===== src/design/assert_macros.svh =====
// Assertion macros shared by the dot engine modules.
// Needs a clock named clock and an active-high reset named reset in scope.
`ifndef ASSERT_MACROS_SVH
`define ASSERT_MACROS_SVH

// Property must hold at every clock edge outside reset
`define ASSERT_CLK(lbl, prop, msg) \
   lbl: assert property (@(posedge clock) disable iff (reset) prop) \
      else $error(msg);

// Condition must never be true outside reset
`define ASSERT_NEVER(lbl, cond, msg) \
   lbl: assert property (@(posedge clock) disable iff (reset) !(cond)) \
      else $error(msg);

`endif


===== src/design/mmd_pkg.sv =====
// Shared types and constants of the matrix multiply dot engine.
// No dependencies; imported by every module of the block.
`timescale 1ns / 1ps

package mmd_pkg;

   // Field widths
   localparam int SIZE_W = 7;
   localparam int IDX_W  = 6;
   localparam int VAL_W  = 16;
   localparam int PROD_W = 2 * VAL_W;
   localparam int DOT_W  = 38;

   localparam logic [SIZE_W-1:0] SIZE_RESET = 7'd64;

   // Register indexes of the csr port
   localparam logic [1:0] REG_ROWS  = 2'd0;
   localparam logic [1:0] REG_COLS  = 2'd1;
   localparam logic [1:0] REG_INNER = 2'd2;

   // Request commands
   localparam logic [1:0] CMD_LOAD_A = 2'd0;
   localparam logic [1:0] CMD_LOAD_B = 2'd1;
   localparam logic [1:0] CMD_DOT    = 2'd2;

   // Job kinds handed from front to back
   localparam logic [1:0] OP_LOAD_A = 2'd0;
   localparam logic [1:0] OP_LOAD_B = 2'd1;
   localparam logic [1:0] OP_DOT    = 2'd2;
   localparam logic [1:0] OP_BAD    = 2'd3;

   // Job queue
   localparam int QUEUE_DEPTH = 4;
   localparam int QPTR_W      = 2;

   typedef struct packed {
      logic [SIZE_W-1:0] rows;
      logic [SIZE_W-1:0] cols;
      logic [SIZE_W-1:0] inner;
   } sizes_type;

   typedef struct packed {
      logic [1:0]       op;
      logic [IDX_W-1:0] row;
      logic [IDX_W-1:0] col;
      logic [VAL_W-1:0] value;
   } job_type;

endpackage


===== src/design/mmd_front.sv =====
// Front end of the dot engine: accepts request beats and classifies them.
// Depends on mmd_pkg and assert_macros.svh; feeds jobs into mmd_queue.
`timescale 1ns / 1ps
`include "assert_macros.svh"

module mmd_front
   import mmd_pkg::*;
(
   input  logic              clock,
   input  logic              reset,
   input  sizes_type         sizes,
   input  logic              in_valid,
   output logic              in_ready,
   input  logic [1:0]        in_cmd,
   input  logic [IDX_W-1:0]  in_row,
   input  logic [IDX_W-1:0]  in_col,
   input  logic [VAL_W-1:0]  in_value,
   input  logic              queue_full,
   output logic              push_valid,
   output job_type           push_job
);

   logic row_lt_m;
   logic row_lt_k;
   logic col_lt_n;
   logic col_lt_k;
   logic keep;
   logic [1:0] op;

   // Range checks against the sizes in use
   assign row_lt_m = {1'b0, in_row} < sizes.rows;
   assign row_lt_k = {1'b0, in_row} < sizes.inner;
   assign col_lt_n = {1'b0, in_col} < sizes.cols;
   assign col_lt_k = {1'b0, in_col} < sizes.inner;

   // Classify: drop out-of-range loads and unused commands, and mark out-of-range computes as index errors
   always_comb begin
      keep = 1'b0;
      op   = OP_BAD;
      unique case (in_cmd)
         CMD_LOAD_A: begin
            keep = row_lt_m && col_lt_k;
            op   = OP_LOAD_A;
         end
         CMD_LOAD_B: begin
            keep = row_lt_k && col_lt_n;
            op   = OP_LOAD_B;
         end
         CMD_DOT: begin
            keep = 1'b1;
            op   = (row_lt_m && col_lt_n) ? OP_DOT : OP_BAD;
         end
         default: begin
            keep = 1'b0;
            op   = OP_BAD;
         end
      endcase
   end

   assign in_ready       = !queue_full;
   assign push_valid     = in_valid && !queue_full && keep && !reset;
   assign push_job.op    = op;
   assign push_job.row   = in_row;
   assign push_job.col   = in_col;
   assign push_job.value = in_value;

   `ASSERT_NEVER(a_front_no_push_full, push_valid && queue_full,
      "front pushed a job into a full queue")

endmodule


===== config.mk =====
export PLATFORM = sky130hd
export DESIGN_NAME = mmd_front
export DESIGN_NICKNAME = d
export VERILOG_FILES = /design/src/design/mmd_pkg.sv /design/src/design/mmd_front.sv
export VERILOG_INCLUDE_DIRS = /design/src /design/src/design
export SDC_FILE = /design/constraint.sdc
export NUM_CORES = 1
export LEC_CHECK = 0
export ABC_AREA = 1
export ABC_CLOCK_PERIOD_IN_PS = 2600
export BUFFER_PORTS_ARGS = -buffer_cell sky130_fd_sc_hd__buf_2
export CORE_MARGIN = 2
export CORE_UTILIZATION = 25
export DETAILED_ROUTE_END_ITERATION = 7
export SLEW_MARGIN = 20
export SYNTH_ARGS = -nofsm -noshare
export SYNTH_HDL_FRONTEND = slang
export SYNTH_SLANG_ARGS = --single-unit
export TNS_END_PERCENT = 30

===== constraint.sdc =====
create_clock -name vclk -period 2.6
set_clock_uncertainty 0.1 [all_clocks]
set_input_delay 0.13 -clock vclk [all_inputs]
set_output_delay 0.13 -clock vclk [all_outputs]
set_load 0.02 [all_outputs]

; ---- Word-level counts from Yosys, hierarchy flattened
; Index checks and enable logic that the tools add are counted.
[totals]
output_inout_bits = 32
register_bits = 0
in_bits = 55
word_cells = 18
[op_classes]
n_lt_le_gt_ge = 4
n_reduce_logical = 9
muxes = 3
eq_ne = 2
[ops]
columns = op, count
row1 = < comparator 6 x 7 -> 1 bit, 4
row2 = logical AND 1 bit, 6
row3 = one-hot mux 2 bit (3 select lines), 1
row4 = one-hot mux 1 bit (3 select lines), 1
row5 = "equality test 2 x 1 -> 1 bit, second input constant", 1
row6 = "equality test 2 bit, second input constant", 1
row7 = logical NOT 1 bit, 2
row8 = logical NOT 2 bit, 1
row9 = two-way mux 1 bit, 1

; ---- Longest topological paths before layout
[depth]
ltp_word = 5
ltp_mapped = 11
depth_no_buf = 11

; ---- Worst setup path after synthesis
; No wires, ideal clock.
[synth_path]
kind = input to output
start = in sizes[9] in the netlist's numbering
end = out push_valid
arrival_time_ns = 1.193
path_slack_ns = 1.177
n_path_buf = 0
t_required_ns = 2.370
path_stages = 9
cell_sequence = inv_1 -> ha_1 -> a21oi_1 -> nand2_1 -> a21oi_1 -> nand2_1 -> nand2_1 -> nand2_1 -> nor2_1
[synth_via]
elab_chain_cells = 5
[synth_lines]
columns = element, line_no
row1 = "start, declared", mmd_front.sv:11  ; input sizes_type sizes,
row2 = < comparator 6 x 7 -> 1 bit, mmd_front.sv:33  ; assign col_lt_n = {1'b0, in_col} < sizes.cols;
row3 = logical AND 1 bit, mmd_front.sv:46  ; keep = row_lt_k && col_lt_n;
row4 = one-hot mux 1 bit (3 select lines), mmd_front.sv:40  ; unique case (in_cmd)
row5 = logical AND 1 bit (2 in a row), mmd_front.sv:61  ; assign push_valid = in_valid && !queue_full && keep && !reset;
row6 = "end, declared", mmd_front.sv:19  ; output logic push_valid,
; No other way between the ends.

; ---- Worst setup path after layout
[layout_path]
start = in in_col[2]
end = out push_valid
[layout_via]
elab_chain_cells = 5
[layout_lines]
columns = element, line_no
row1 = "start, declared", mmd_front.sv:16  ; input logic [IDX_W-1:0] in_col,
row2 = < comparator 6 x 7 -> 1 bit (on tied branches), "mmd_front.sv:33, mmd_front.sv:34"
row3 = logical AND 1 bit (on tied branches), "mmd_front.sv:46, mmd_front.sv:42"
row4 = one-hot mux 1 bit (3 select lines) *, mmd_front.sv:40
row5 = logical AND 1 bit * (2 in a row), mmd_front.sv:61
; Every way passes the cells marked *; elsewhere a longest branch is shown, timed or not.

==> impl_metrics.env <==
export IMPL_dieHeight_um=62.3
export IMPL_arrival_ns=1.36
export IMPL_worst_path_max_fanout=3
export IMPL_drtIter0Drc=15
export IMPL_final_common_cell="buf_2"
export IMPL_fin_crit_ns=1.59
export IMPL_p_leak_nw=0.672
export IMPL_routed_via_density=3.82
export IMPL_rsz0062_at_grt="false"
export IMPL_fillers=395
export IMPL_postRouteAntennaNets=0
export IMPL_fp_dieW_um=62.3
export IMPL_synthTopCellsByArea="ha_1, buf_4, nand2_1, inv_1, a21oi_1"
export IMPL_syn_to_final_growth_pct=13.4
export IMPL_postCtsHoldBufs=0
export IMPL_seq_area_frac_synth_pct=0
export IMPL_gp_congestion=0.757
export IMPL_yosysUniqueCellTypes=11
export IMPL_yosysTopAreaCellShare_pct=29.5
export IMPL_syn_mean_instance_area_sq_um=5.85
export IMPL_syn_inst=145
export IMPL_dr_pass1_iters=2
export IMPL_diodes=0
export IMPL_die_area_sq_mm=0.00388
export IMPL_grt_usage_pct=8.21
export IMPL_cp_endpoint="push_valid"
export IMPL_postCtsSetupRepairBufs=0
export IMPL_layout_common_cells="buf_2, nand2_1, inv_1"
export IMPL_ios=87
export IMPL_antenna_found_initial=0
export IMPL_vias=826
export IMPL_drive_gt1_share_pct=32.9
export IMPL_slowest_delay_ns=0.28
export IMPL_core_region_area_sq_mm=0.00328
export IMPL_setup_violations=0
export IMPL_syn_cell_area_sq_um=848
export IMPL_powerDensity_mw_per_mm2=155
export IMPL_flops_and_latches=0
export IMPL_worstPathRequired_ns=2.37
export IMPL_cp_start_kind="input port"
export IMPL_tightestPinTransition_ns=0.208
export IMPL_cts_resized=0
export IMPL_drc_errors=0
export IMPL_maxSlewViolCount=0
export IMPL_routed_wl_um=1640
export IMPL_layout_area_seq_sq_um=0
export IMPL_crit_buf_inv=2
export IMPL_ys_warn_count=0
export IMPL_critical_path_class="input port to output port"
export IMPL_place_area_sq_um=962
export IMPL_num_rows=21
export IMPL_hold_viol_final=0
export IMPL_fin_tns_setup_ns=0
export IMPL_max_freq_mhz=627
export IMPL_nClkBuffers=0
export IMPL_start_util_pct=25.8
export IMPL_syn_nets=220
export IMPL_fin_nets=247
export IMPL_status="finished clean"
export IMPL_place_port_buffers=54
export IMPL_crit_top_cell="nand2_1"
export IMPL_cap_viol_max_count=0
export IMPL_post_dp_hpwl_um=1550
export IMPL_startpoint="in_col[2]"
export IMPL_worstSetupPathDepth=10
export IMPL_min_path_type="input port to output port"
export IMPL_relSlewSlack_pct=86.1
export IMPL_end_kind="output port"
export IMPL_stdcell_area_sq_um=962
export IMPL_grt_max_degree=4
export IMPL_cp_cell_sequence="buf_2 -> ha_1 -> a21oi_1 -> nand2_1 -> a21oi_1 -> nand2_1 -> nand2_1 -> nand2_1 -> nor2_1 -> buf_2"
export IMPL_crit_path_top_delay_cell="ha_1"
export IMPL_total_power_mw=0.149
export IMPL_grt_overflow_total=0
export IMPL_cp_top_family="compound AO/OA/AOI/OAI gates"
export IMPL_grt_pass1_vias=717
export IMPL_grt_pass1_wl_um=2790
export IMPL_irDropWorstVdd_mv=0.0455
export IMPL_period_share_pct=61.3
export IMPL_wl_per_cell_um=7.61
export IMPL_yosys_area_top_type="ha_1"
-- cell families (layout without fill, tap and decap cells) --
logic type / after synthesis / in the layout / share of synthesized area [%]
buffers and inverters: 60 / 85 / 38.9
AOI/OAI and AO/OA: 10 / 10 / 6.34
and+or+nand+nor: 55 / 55 / 25.2
adders and majority gates: 20 / 20 / 29.5
-- metal layers --
| metal | wire length, um | track usage (%) | vias to the layer above |
|---|---|---|---|
| li1 | - | - | 463 |
| met5 | 0 | 0 | - |
| met1 | 773 | 11.1 | 333 |
| met2 | 745 | 14.5 | 30 |
| met4 | 0 | 0.833 | 0 |
| met3 | 125 | 0.906 | 0 |
-- metrics by stage --
| step | hold WS, ns | utilization [%] | instances | worst slack [ns] |
|---|---|---|---|---|
| CTS | 0.160 | 29.3 | 216 | 0.948 |
| global route | 0.160 | 29.3 | 216 | 0.873 |
| finish | 0.160 | 29.3 | 216 | 1.01 |
| global placement | 0.160 | 29.3 | 216 | 0.967 |
| detailed placement | 0.160 | 29.3 | 216 | 0.956 |
| floorplan | 0.244 | - | 145 | 1.18 |
-- worst min path at each step --
stage / startpoint / to / slack, ns / depth (start not counted)
detailed placement: in_value[0] / push_job[0] / 0.16 / 0
finish: in_value[10] / push_job[10] / 0.16 / 0
floorplan: queue_full / in_ready / 0.24 / 1
CTS: in_value[0] / push_job[0] / 0.16 / 0
global placement: in_value[0] / push_job[0] / 0.16 / 0
global route: in_value[10] / push_job[10] / 0.16 / 0
-- cell type report --
class              count  area, sq um  share of cell area, %
repair buffers        54          270                   28.1
multi-input cells     85          518                   53.8
inverters             31          116                   12.1
well taps             46         57.6                   5.98
-- report_power, final --
group | switching (mW) | internal, mW | leakage (nW)
sequential | 0 | 0 | 0
clock | 0 | 0 | 0
combinational | 0.0836 | 0.0654 | 0.672
total | 0.0836 | 0.0654 | 0.672
-- cell usage after synthesis --
cell type  instances
a21oi_2            1
nor2_1            11
nand2_1           38
inv_1             30
nor3_1             3
clkbuf_1           1
ha_1              20
inv_2              1
nand3_1            3
buf_4             28
a21oi_1            9
(Power assumes the default switching activity.)
