`src/design/assert_macros.svh`:
```
// Assertion macros shared by the dot engine modules.
// Needs a clock named clock and an active-high reset named reset in scope.
`ifndef ASSERT_MACROS_SVH
`define ASSERT_MACROS_SVH

// Property must hold at every clock edge outside reset
`define ASSERT_CLK(lbl, prop, msg) \
   lbl: assert property (@(posedge clock) disable iff (reset) prop) \
      else $error(msg);

// Condition must never be true outside reset
`define ASSERT_NEVER(lbl, cond, msg) \
   lbl: assert property (@(posedge clock) disable iff (reset) !(cond)) \
      else $error(msg);

`endif

```
`src/design/mmd_pkg.sv`:
```
// Shared types and constants of the matrix multiply dot engine.
// No dependencies; imported by every module of the block.
`timescale 1ns / 1ps

package mmd_pkg;

   // Field widths
   localparam int SIZE_W = 7;
   localparam int IDX_W  = 6;
   localparam int VAL_W  = 16;
   localparam int PROD_W = 2 * VAL_W;
   localparam int DOT_W  = 38;

   localparam logic [SIZE_W-1:0] SIZE_RESET = 7'd64;

   // Register indexes of the csr port
   localparam logic [1:0] REG_ROWS  = 2'd0;
   localparam logic [1:0] REG_COLS  = 2'd1;
   localparam logic [1:0] REG_INNER = 2'd2;

   // Request commands
   localparam logic [1:0] CMD_LOAD_A = 2'd0;
   localparam logic [1:0] CMD_LOAD_B = 2'd1;
   localparam logic [1:0] CMD_DOT    = 2'd2;

   // Job kinds handed from front to back
   localparam logic [1:0] OP_LOAD_A = 2'd0;
   localparam logic [1:0] OP_LOAD_B = 2'd1;
   localparam logic [1:0] OP_DOT    = 2'd2;
   localparam logic [1:0] OP_BAD    = 2'd3;

   // Job queue
   localparam int QUEUE_DEPTH = 4;
   localparam int QPTR_W      = 2;

   typedef struct packed {
      logic [SIZE_W-1:0] rows;
      logic [SIZE_W-1:0] cols;
      logic [SIZE_W-1:0] inner;
   } sizes_type;

   typedef struct packed {
      logic [1:0]       op;
      logic [IDX_W-1:0] row;
      logic [IDX_W-1:0] col;
      logic [VAL_W-1:0] value;
   } job_type;

endpackage

```
`src/design/mmd_queue.sv`:
```
// Short job queue between the front and back ends of the dot engine.
// Depends on mmd_pkg and assert_macros.svh.
`timescale 1ns / 1ps
`include "assert_macros.svh"

module mmd_queue
   import mmd_pkg::*;
(
   input  logic    clock,
   input  logic    reset,
   input  logic    push_valid,
   input  job_type push_job,
   output logic    full,
   output logic    pop_valid,
   output job_type pop_job,
   input  logic    pop_ready
);

   job_type            slot_ff [QUEUE_DEPTH];
   logic [QPTR_W-1:0]  wr_ptr_ff;
   logic [QPTR_W-1:0]  wr_ptr_in;
   logic [QPTR_W-1:0]  rd_ptr_ff;
   logic [QPTR_W-1:0]  rd_ptr_in;
   logic [QPTR_W:0]    count_ff;
   logic [QPTR_W:0]    count_in;
   logic               do_push;
   logic               do_pop;

   assign full      = count_ff == (QPTR_W+1)'(QUEUE_DEPTH);
   assign pop_valid = count_ff != '0;
   assign pop_job   = slot_ff[rd_ptr_ff];
   assign do_push   = push_valid && !full;
   assign do_pop    = pop_valid && pop_ready;

   // Advance pointers and occupancy
   always_comb begin
      wr_ptr_in = do_push ? wr_ptr_ff + 1'b1 : wr_ptr_ff;
      rd_ptr_in = do_pop  ? rd_ptr_ff + 1'b1 : rd_ptr_ff;
      count_in  = count_ff;
      if (do_push && !do_pop) begin
         count_in = count_ff + 1'b1;
      end else if (do_pop && !do_push) begin
         count_in = count_ff - 1'b1;
      end
   end

   always_ff @(posedge clock) begin
      if (reset) begin
         wr_ptr_ff <= '0;
         rd_ptr_ff <= '0;
         count_ff  <= '0;
      end else begin
         wr_ptr_ff <= wr_ptr_in;
         rd_ptr_ff <= rd_ptr_in;
         count_ff  <= count_in;
      end
   end

   // Hold job payloads
   always_ff @(posedge clock) begin
      if (do_push) begin
         slot_ff[wr_ptr_ff] <= push_job;
      end
   end

   `ASSERT_CLK(a_queue_count_bound, count_ff <= (QPTR_W+1)'(QUEUE_DEPTH),
      "queue occupancy above depth")
   `ASSERT_CLK(a_queue_ptr_gap, wr_ptr_ff == QPTR_W'(rd_ptr_ff + count_ff[QPTR_W-1:0]),
      "queue pointers disagree with occupancy")

endmodule

```
`config.mk`:
```
export PLATFORM = sky130hd
export DESIGN_NAME = mmd_queue
export DESIGN_NICKNAME = d
export VERILOG_FILES = /design/src/design/mmd_pkg.sv /design/src/design/mmd_queue.sv
export VERILOG_INCLUDE_DIRS = /design/src /design/src/design
export SDC_FILE = /design/constraint.sdc
export NUM_CORES = 1
export LEC_CHECK = 0
export BUFFER_PORTS_ARGS = -buffer_cell sky130_fd_sc_hd__buf_2
export CAP_MARGIN = 10
export CORE_MARGIN = 4
export CORE_UTILIZATION = 55
export DETAILED_ROUTE_END_ITERATION = 8
export PLACE_DENSITY = 0.77
export REMOVE_ABC_BUFFERS = 1
export SYNTH_ARGS = -nofsm -noshare
export SYNTH_HDL_FRONTEND = slang
export SYNTH_SLANG_ARGS = --single-unit
```
`constraint.sdc`:
```
create_clock -name clock -period 2.5 [get_ports clock]
set_clock_uncertainty 0.2 [all_clocks]
set_input_delay 0.5 -clock clock [delete_from_list [all_inputs] [get_ports clock]]
set_output_delay 0.5 -clock clock [all_outputs]
set_load 0.05 [all_outputs]
```
; Word level (Yosys, flattened, before mapping)
; Memory sizes are Yosys's and may differ from the RTL's. A register that Yosys moved wholly into a read port is not among the register bits.
; Cells that the tools add are included.
[word_totals]
ff_bits = 7
latch_bits = 0
ramBits = 120
romBits = 0
input_bits = 34
out_inout_bits = 32
word_cells = 24
n_memories = 1
[op_classes]
add_sub_neg = 4
mul = 0
div_mod_pow = 0
order_cmp = 0
n_eq_ne = 1
n_shift = 0
n_mux = 6
n_bitwise = 0
reduce_logical = 9
[mem_list]
columns = memory, depth, width, rd, rd_ports_with_merged_regs, write_ports, line_no
row1 = slot_ff, 4, 30, 1, 1, 1, mmd_queue.sv:19  ; job_type slot_ff [QUEUE_DEPTH];
[op_table]
columns = operator, n
row1 = 3-bit 2-to-1 mux, 2
row2 = 2-bit by 1-bit adder with 2-bit output (second input constant), 2
row3 = 1-bit logical AND, 4
row4 = 2-bit 2-to-1 mux, 2
row5 = 3-bit by 1-bit adder with 3-bit output (second input constant), 1
row6 = 3-bit == test (second input constant), 1
row7 = 1-bit zero test, 3
row8 = 3-bit nonzero test, 1
row9 = 3-bit by 1-bit subtractor with 3-bit output (second input constant), 1
row10 = 1-bit 2-to-1 mux, 2
row11 = 2-bit nonzero test, 1

; Depth between registers and ports, before layout
; Gate-level depths: netlist (run 1).
[depth]
depth_word = 7
ltp_mapped = 8
ltp_nobuf = 8

; Worst setup path before layout (run 1)
; Ideal clock, no wire load.
[synth_path]
path_type = register -> register
startpoint = register count_ff[2]
endpoint = register count_ff[2]
setup_ns = 0.070
t_arrival_ns = 2.240
required_ns = 2.230
path_slack_ns = -0.010
stages_incl_launch_ff = 9
n_path_buf = 0
synth_period_minus_slack_ns = 2.510
path_cell_list = dfxtp_1 nor3b_2 nor2_2 ha_1 inv_1 fa_1 xor2_1 or3_1 a21oi_1
[synth_via]
elab_chain_cells = 6
word_cells_on_any_way = 14
cone_classes = add/sub (2) / eq/ne (1) / mux (2) / reduce/logical (9)
[synth_rtl]
columns = item, line_no
row1 = start: declaration, mmd_queue.sv:24  ; logic [QPTR_W:0] count_ff;
row2 = start signal: assignment, mmd_queue.sv:55  ; count_ff <= count_in;
row3 = 3-bit == test *, mmd_queue.sv:29  ; assign full = count_ff == (QPTR_W+1)'(QUEUE_DEPTH);
row4 = named net full, mmd_queue.sv:13  ; output logic full,
row5 = 1-bit zero test *, mmd_queue.sv:32  ; assign do_push = push_valid && !full;
row6 = 1-bit logical AND *, mmd_queue.sv:32
row7 = named net do_push, mmd_queue.sv:26  ; logic do_push;
row8 = 1-bit zero test, mmd_queue.sv:42  ; end else if (do_pop && !do_push) begin
row9 = 1-bit logical AND, mmd_queue.sv:42
row10 = 2-bit nonzero test (no line), --
; The timed path passes the listed nets; every way through them passes the cells marked *. The select of a mux whose other input is x is not followed.
; A chain may end at the register's enable or synchronous reset.

==> results.cfg, run 1 <==
[run_status]
status = complete, but fails checks
failed_checks = negative setup slack

[floorplan]
die_w_microns = 101
num_rows = 33
start_util = 0.575
io_pins = 66
core-area_sq_um = 8340
die_area_sq_um = 10300
die_y_microns = 101

[timing]
worst_pin_slew_ns = 0.342
max_clock_freq_mhz = 397
rsz0062_at_grt = true
slew_violations = 0
fin_ws_ns = -0.0191
finalSetupViolCount = 2
min_period_ns = 2.52
whs_ns = 0.0264
slew-limit-headroom = 0.768
hold_violations = 0
finalCritPeriodShare = 1.01
totalNegativeSetupSlack_ns = -0.0265

[routing]
drt-met1-wl_microns = 3450
wl_met2_microns = 4580
drt_iter0_markers = 109
first_pass_iters = 4
wl_microns = 8560
dr_wl_met3_microns = 419
viasPerCell = 5.38
drtAntennaViolNets = 0
highest_layer = met4
num_vias = 2342
drc = 0
routedWlPerCell_microns = 19.7

[critical_path]
endpoint_kind = output pin
critPathArrivalTime_ns = 1.82
cp_cell_sequence = buf_12 > mux4_2 > buf_6
critical_path_class = reg2out
crit_required_ns = 1.80
cp_max_fo = 17
critical-path-slowest-cell = mux4_2
crit_path_start_kind = register
crit_path_max_incr_delay_ns = 0.57

[synthesis]
syn_area_sq_um = 4800
syn_avg_cell_area_sq_um = 23.5
seq_area_frac_synth = 0.788
ys_types = 21
syn-instance-count = 204
ys_ff_latch = 129
yosys_warnings = 0

[cts]
clock-sinks = 129
numCtsBuffers = 17
post-cts-setup-buffer-count = 0
clk_pin_slew_ns = 0.06
clk_path_buf_depth = 2
clock-root-buffer = clkbuf_8
clock_latency_ns = 0.50
htreeDepth = 4
cts_tree = yes

[global_route]
grt.total_usage = 0.184
grt_pass1_wl_microns = 13500
overflow = 0
antenna_found_initial = 0
grt_max_degree = 31
grt_pass1_vias = 2635

[finish]
fin_nets = 357
drive_gt1_frac = 0.427
syn_to_final_growth_pct = 32.1
fin_util = 0.760
fill_cells = 441
diodes = 0
layout_common_cells = 120 x edfxtp_1, 35 x buf_2, 30 x mux4_2, 30 x buf_6, 25 x dlygate4sd3_1
mostFrequentLayoutCell = edfxtp_1
fin_area_sq_um = 6340

[power]
ir_worst_vdd_uv = 724
power.leakage_nw = 2.23
fin_total_pwr_mw = 7.47
power_density_nw_per_um2 = 1180

[place]
place_area_sq_um = 5330
gp_congestion = 0.731
dpl.hpwl_microns = 4770
port_buffers = 65

[job]
maxCapViolations = 0

[worst_hold_path]
hold_class = in2reg
-- routing by layer --
layer / GRT usage / vias up
li1: - / 1076
met1: 0.218 / 1194
met2: 0.309 / 61
met3: 0.0675 / 11
met4: 0.0706 / 0
met5: 0 / -
-- through the flow --
stage	instances	setup WS, ns
2_1_floorplan	197	-0.381
3_3_place_gp	378	0.302
3_5_place_dp	378	0.268
4_1_cts	429	-0.0433
5_1_grt	435	-0.100
6_report	435	-0.0191
-- timing repair --
action,in CTS,in global routing
setup endpoints to repair,30,30
hold endpoints to repair,76,17
hold buffers,19,6
resized for setup,45,27
-- path summary, 6_finish.rpt --
check	start	to	slack, ns	cells past startpoint
worst min register to register	wr_ptr_ff[1]$_SDFFE_PP0P_	wr_ptr_ff[1]$_SDFFE_PP0P_	0.32	2
worst max-delay path	register	pop_job[4]	-0.02	3
worst min-delay path	push_job[0]	slot_ff[2][0]$_DFFE_PP_	0.03	1
worst max register to register	count_ff[1]$_SDFFE_PP0P_	count_ff[2]$_SDFFE_PP0P_	0.27	7
-- cell type report --
type                            instances  area [sq um]  share of cell area
Clock buffer                           18           418              0.0659
Clock inverter                         14           141              0.0223
Inverter                                4          15.0             0.00237
Multi-Input combinational cell         64           951               0.150
Sequential cell                       129          3790               0.597
Tap cell                              105           131              0.0207
Timing Repair Buffer                  101           896               0.141
-- sequential cells by signal, indices dropped and copies added (netlist names), named ones only --
signal	flops
slot_ff	120
rd_ptr_ff	2
count_ff	3
wr_ptr_ff	2
-- worst max-delay path: cells and delay by family, from the launching register on --
kind     cells  cell delay [ns]
mux          1             0.57
buf+inv      2             0.37
flops        1             0.37
-- synthesized netlist by cell type --
cell type,count,share of area
nor2_1,5,0.0039
o311ai_1,1,0.0018
edfxtp_1,120,0.75
buf_6,3,0.0070
xor2_1,4,0.0073
nor2_2,1,0.0013
dfxtp_1,9,0.038
a21oi_1,2,0.0021
fa_1,1,0.0042
clkbuf_1,1,0.00078
or3_1,3,0.0039
o21ai_0,2,0.0021
buf_2,3,0.0031
and2_1,4,0.0052
mux4_2,30,0.14
ha_1,5,0.013
mux2i_1,2,0.0042
o31ai_2,1,0.0026
inv_1,4,0.0031
nor3b_2,1,0.0026
nand2b_1,2,0.0026
-- report_power, final --
part / internal (mW) / switching (mW)
clock: 1.41 / 0.862
sequential: 2.61 / 0.0970
combinational: 1.02 / 1.48
total: 5.03 / 2.44
-- cells by family after synthesis --
group | share of synthesized area
AOI/OAI and AO/OA | 0.00860
adders and majority gates | 0.0172
xor gates and xnor gates | 0.00730
and+or+nand+nor | 0.0196
buffers and inverters | 0.0141
DFF | 0.788
muxes | 0.145
Power figures use the tool's default switching activity.
==> run 2: changes to the inputs <==
GPL_TIMING_DRIVEN = 0   (was default)
==> run 2 against run 1 <==
Compared with the run above:
- the run still ends with negative setup slack left
- cell area rose by 0.55%
- clock-buffer cell count down 1
- non-clock buffer count shrank 2
- core utilization rose by 0.42 points
- die area did not move
- sequential cell count did not move
==> results.cfg, run 2 (synthesis results as in run 1) <==
[timing]
worst_pin_slew_ns = 0.823
slew-limit-headroom = 0.452
whs_ns = 0.0776
finalCritPeriodShare = 1.01
min_period_ns = 2.52
max_clock_freq_mhz = 397
finalSetupViolCount = 2
slew_violations = 0
rsz0062_at_grt = true
fin_ws_ns = -0.0163
hold_violations = 0

[critical_path]
cp_max_fo = 7
crit_path_max_incr_delay_ns = 0.55
critical-path-slowest-cell = mux4_2
critPathArrivalTime_ns = 1.82
crit_path_start_kind = register
critical_path_class = reg2out
crit_required_ns = 1.80
endpoint_kind = output pin
cp_cell_sequence = buf_12 > mux4_2 > buf_6
reg2reg_slack_ns = 0.17

[global_route]
grt_pass1_vias = 2566
antenna_found_initial = 0
grt_pass1_wl_microns = 13400
use_met2 = 0.301
use_met3 = 0.0640
grtUsageMet1 = 0.226
grt_max_degree = 31
top_usage_layer = met2
overflow = 0
grt.total_usage = 0.182

[routing]
num_vias = 2325
routedWlPerCell_microns = 19.9
drtAntennaViolNets = 0
wl_microns = 8630
first_pass_iters = 4
drt_iter0_markers = 109
drc = 0
viasPerCell = 5.37

[floorplan]
num_rows = 33
core-area_sq_um = 8340
die_w_microns = 101
die_y_microns = 101
die_area_sq_um = 10300
io_pins = 66
start_util = 0.575

[power]
switching_power_mw = 2.46
power.leakage_nw = 2.24
clkPwrFrac = 0.313
power_density_nw_per_um2 = 1200
seq_power_share = 0.362
intPower_mw = 5.17
switching_share = 0.322
p_comb_frac = 0.326
fin_total_pwr_mw = 7.63
ir_worst_vdd_uv = 821

[job]
maxCapViolations = 0

[cts]
clock_latency_ns = 0.50
clock-sinks = 129
numCtsBuffers = 17
htreeDepth = 4
cts_tree = yes
clk_pin_slew_ns = 0.06
clock-root-buffer = clkbuf_8
clk_path_buf_depth = 2

[finish]
drive_gt1_frac = 0.421
mostFrequentLayoutCell = edfxtp_1
diodes = 0
fill_cells = 465
layout_common_cells = 120 x edfxtp_1, 35 x buf_2, 30 x mux4_2, 30 x dlygate4sd3_1, 30 x buf_6
regMostFlops = slot_ff
multi_input_area_sq_um = 953
top_regs = slot_ff x120, count_ff x3
seqCellArea_sq_um = 3790
largest_reg_flops = 120
fin_nets = 355
syn_to_final_growth_pct = 32.8

[run_status]
status = complete, but fails checks
failed_checks = negative setup slack

[place]
port_buffers = 65
gp_congestion = 0.679
dpl.hpwl_microns = 4390

[worst_hold_path]
hold_class = in2reg
-- run 2: worst max-delay path: cells and delay by family (launching register included) --
kind                   cells  cell delay (ns)
muxes                      1             0.55
DFF                        1             0.42
buffers and inverters      2             0.34
-- run 2: cell type report --
type | count | area share
Timing Repair Buffer | 99 | 0.142
Tap cell | 105 | 0.0206
Sequential cell | 129 | 0.595
Clock inverter | 15 | 0.0259
Clock buffer | 17 | 0.0650
Multi-Input combinational cell | 64 | 0.150
Inverter | 4 | 0.00236
-- run 2: path summary, 6_finish.rpt --
kind	from	end	cells after the start
setup / recovery	register	pop_job[24]	3
hold / removal	reset	count_ff[2]$_SDFFE_PP0P_	2
setup reg to reg	count_ff[1]$_SDFFE_PP0P_	count_ff[2]$_SDFFE_PP0P_	8
hold reg to reg	rd_ptr_ff[0]$_SDFFE_PP0P_	rd_ptr_ff[0]$_SDFFE_PP0P_	2
-- run 2: repair_timing --
action                                 4_1_cts  5_1_grt
cloned                                       0        2
buffers inserted                             1        0
endpoints found under the hold margin      120        0
gates resized for setup                     59        4
setup endpoints to repair                   30       31
hold buffers                                30        0
-- run 2: routing by layer --
layer  part of all wire  vias up
met5                  0        -
met1               0.44     1172
met2               0.50       71
li1                   -     1073
met3              0.050        9
met4             0.0097        0
-- run 2: power by group through the flow --
stage | Combinational [mW] | Clock [mW] | Sequential [mW]
3_5_place_dp | 1.97 | 0 | 2.84
4_1_cts | 2.42 | 2.42 | 2.75
5_1_grt | 2.60 | 2.53 | 2.79
2_1_floorplan | 1.51 | 0 | 2.83
3_3_place_gp | 1.86 | 0 | 2.90
6_report | 2.49 | 2.38 | 2.76
-- run 2: through the flow --
step	instance area (sq um)	setup TNS, ns	cells	utilization	worst slack, ns
2_1_floorplan	4750	-11.45	197	-	-0.381
3_3_place_gp	5200	-61.23	367	0.624	-0.969
3_5_place_dp	5230	0	368	0.627	0.0424
4_1_cts	6310	-0.207	431	0.757	-0.0334
5_1_grt	6370	-1.26	433	0.764	-0.0724
6_report	6370	-0.0233	433	0.764	-0.0163
==> run 3: changes to the inputs <==
CORE_UTILIZATION = 51   (was 55)
CTS_CLUSTER_SIZE = 14   (was default)
PLACE_DENSITY = 0.75   (was 0.77)
RECOVER_POWER = 25   (was default)
clock period = 2.1 ns   (was 2.5 ns; I/O delays follow)
==> run 3 against run 2 <==
Compared with the run above:
- the flow still finishes with violations (negative setup slack)
- core utilization shrank 6.1 points
- setup slack lost 0.32 ns
- cell area grew 1.5%
- die area grew 7.2%
- combinational power grew 25%
- sequential cell count is the same
- critical path type unchanged
- largest power group unchanged
==> results.cfg, run 3 (synthesis results as in run 1) <==
[floorplan]
io_pins = 66
num_rows = 35
die_w_microns = 105
start_util = 0.522
die_y_microns = 105
die_area_sq_um = 11000
core-area_sq_um = 9200

[finish]
largest_reg_flops = 120
fin_area_sq_um = 6470
fin_util = 0.704
top_regs = slot_ff x120, count_ff x3
syn_to_final_growth_pct = 34.9
regMostFlops = slot_ff
layout_common_cells = 120 x edfxtp_1, 31 x dlygate4sd3_1, 31 x buf_6
drive_gt1_frac = 0.401
fin_nets = 366
final_cells = 450
mostFrequentLayoutCell = edfxtp_1
diodes = 0

[routing]
viasPerCell = 5.39
wl_microns = 8900
num_vias = 2424
drtAntennaViolNets = 0
drc = 0
drt_iter0_markers = 103
first_pass_iters = 5
routedWlPerCell_microns = 19.8

[timing]
min_period_ns = 2.43
worst_pin_slew_ns = 0.468
whs_ns = 0.168
fin_ws_ns = -0.334
hold_violations = 0
finalCritPeriodShare = 1.16
slew_violations = 0
slew-limit-headroom = 0.688
finalSetupViolCount = 31
totalNegativeSetupSlack_ns = -9.14
rsz0062_at_grt = true
max_clock_freq_mhz = 411

[place]
place_ws_ns = -0.312
post-place-cells = 374
port_buffers = 65
place_area_sq_um = 5240
gp_congestion = 0.710
dpl.hpwl_microns = 4650

[cts]
numCtsBuffers = 17
clk_pin_slew_ns = 0.06
cts_tree = yes
clk_path_buf_depth = 2
clock-sinks = 129
htreeDepth = 4
clock_latency_ns = 0.50
clock-root-buffer = clkbuf_8

[power]
intPower_mw = 6.13
p_comb_frac = 0.343
clkPwrFrac = 0.298
power_density_nw_per_um2 = 1410
fin_total_pwr_mw = 9.10
switching_power_mw = 2.96
ir_worst_vdd_uv = 803
switching_share = 0.326
power.leakage_nw = 2.23
seq_power_share = 0.360

[run_status]
status = complete, but fails checks
failed_checks = negative setup slack

[critical_path]
reg2reg_slack_ns = -0.02
cp_max_fo = 8
cp_cell_sequence = buf_12 > mux4_2 > buf_6
r2r_start = count_ff[2]$_SDFFE_PP0P_
reg2reg_depth = 7
r2r_end = count_ff[2]$_SDFFE_PP0P_
endpoint_kind = output pin
critPathArrivalTime_ns = 1.81
crit_path_max_incr_delay_ns = 0.54
crit_path_start_kind = register
critical_path_class = reg2out
critical-path-slowest-cell = mux4_2
crit_required_ns = 1.48

[worst_hold_path]
min_from = push_valid
min_to = wr_ptr_ff[0]$_SDFFE_PP0P_
hold_class = in2reg
hold_path_depth = 4

[global_route]
antenna_found_initial = 0
overflow = 0
grt_pass1_wl_microns = 14300
grt.total_usage = 0.176
grt_pass1_vias = 2644
grt_max_degree = 31

[job]
maxCapViolations = 0
[run 3: cell count changes in the layout (fill, tap and decap cells not counted), moves of 2 or more]
cell      change
clkbuf_1     +18
and2_4        +4
buf_8         +2
dfxtp_1       -2
dfxtp_4       +3
buf_4        +10
and2_2        -4
buf_2        -20
[run 3: timing repair]
action / in CTS / in global routing
pin swaps: 4 / 3
endpoints found under the setup margin: 153 / 33
setup buffers: 9 / 3
hold buffers: 31 / 0
gates resized for setup: 76 / 9
gates cloned: 0 / 1
hold endpoints to repair: 125 / 0
[run 3: layer usage]
metal	wire length [microns]	track usage	vias to the layer above
met5	0	0	-
met4	57	0.0450	0
met3	456	0.0562	6
met2	4810	0.304	77
met1	3580	0.215	1245
li1	-	-	1096
[run 3: power groups by stage]
stage	registers [mW]	clock network, mW	logic, mW
3_5_place_dp	3.39	0	2.34
2_1_floorplan	3.36	0	1.79
4_1_cts	3.25	2.76	3.02
3_3_place_gp	3.45	0	2.22
5_1_grt	3.30	2.89	3.28
6_report	3.27	2.71	3.12
[run 3: layout make-up]
class,count,area [sq um]
Tap cell,111,139
Clock buffer,17,414
Fill cell,567,2720
Timing Repair Buffer,110,972
Inverter,4,15.0
Sequential cell,129,3800
Multi-Input combinational cell,64,987
Clock inverter,15,143
[run 3: worst max path at each step]
stage                     cells after the start  slack [ns]           to  startpoint
after global routing                          3       -0.40  pop_job[12]    register
after detailed placement                      3       -0.31   pop_job[0]    register
final                                         3       -0.33  pop_job[12]    register
after CTS                                     3       -0.37   pop_job[0]    register
after floorplan                               1       -0.70   pop_job[0]    register
after global placement                        2       -1.31   pop_job[0]    register
[run 3: worst max-delay path, delay by kind of cell, from the launching register on]
family	cells	cell delay (ns)
flip-flops	1	0.43
buffers and inverters	2	0.34
multiplexers	1	0.54
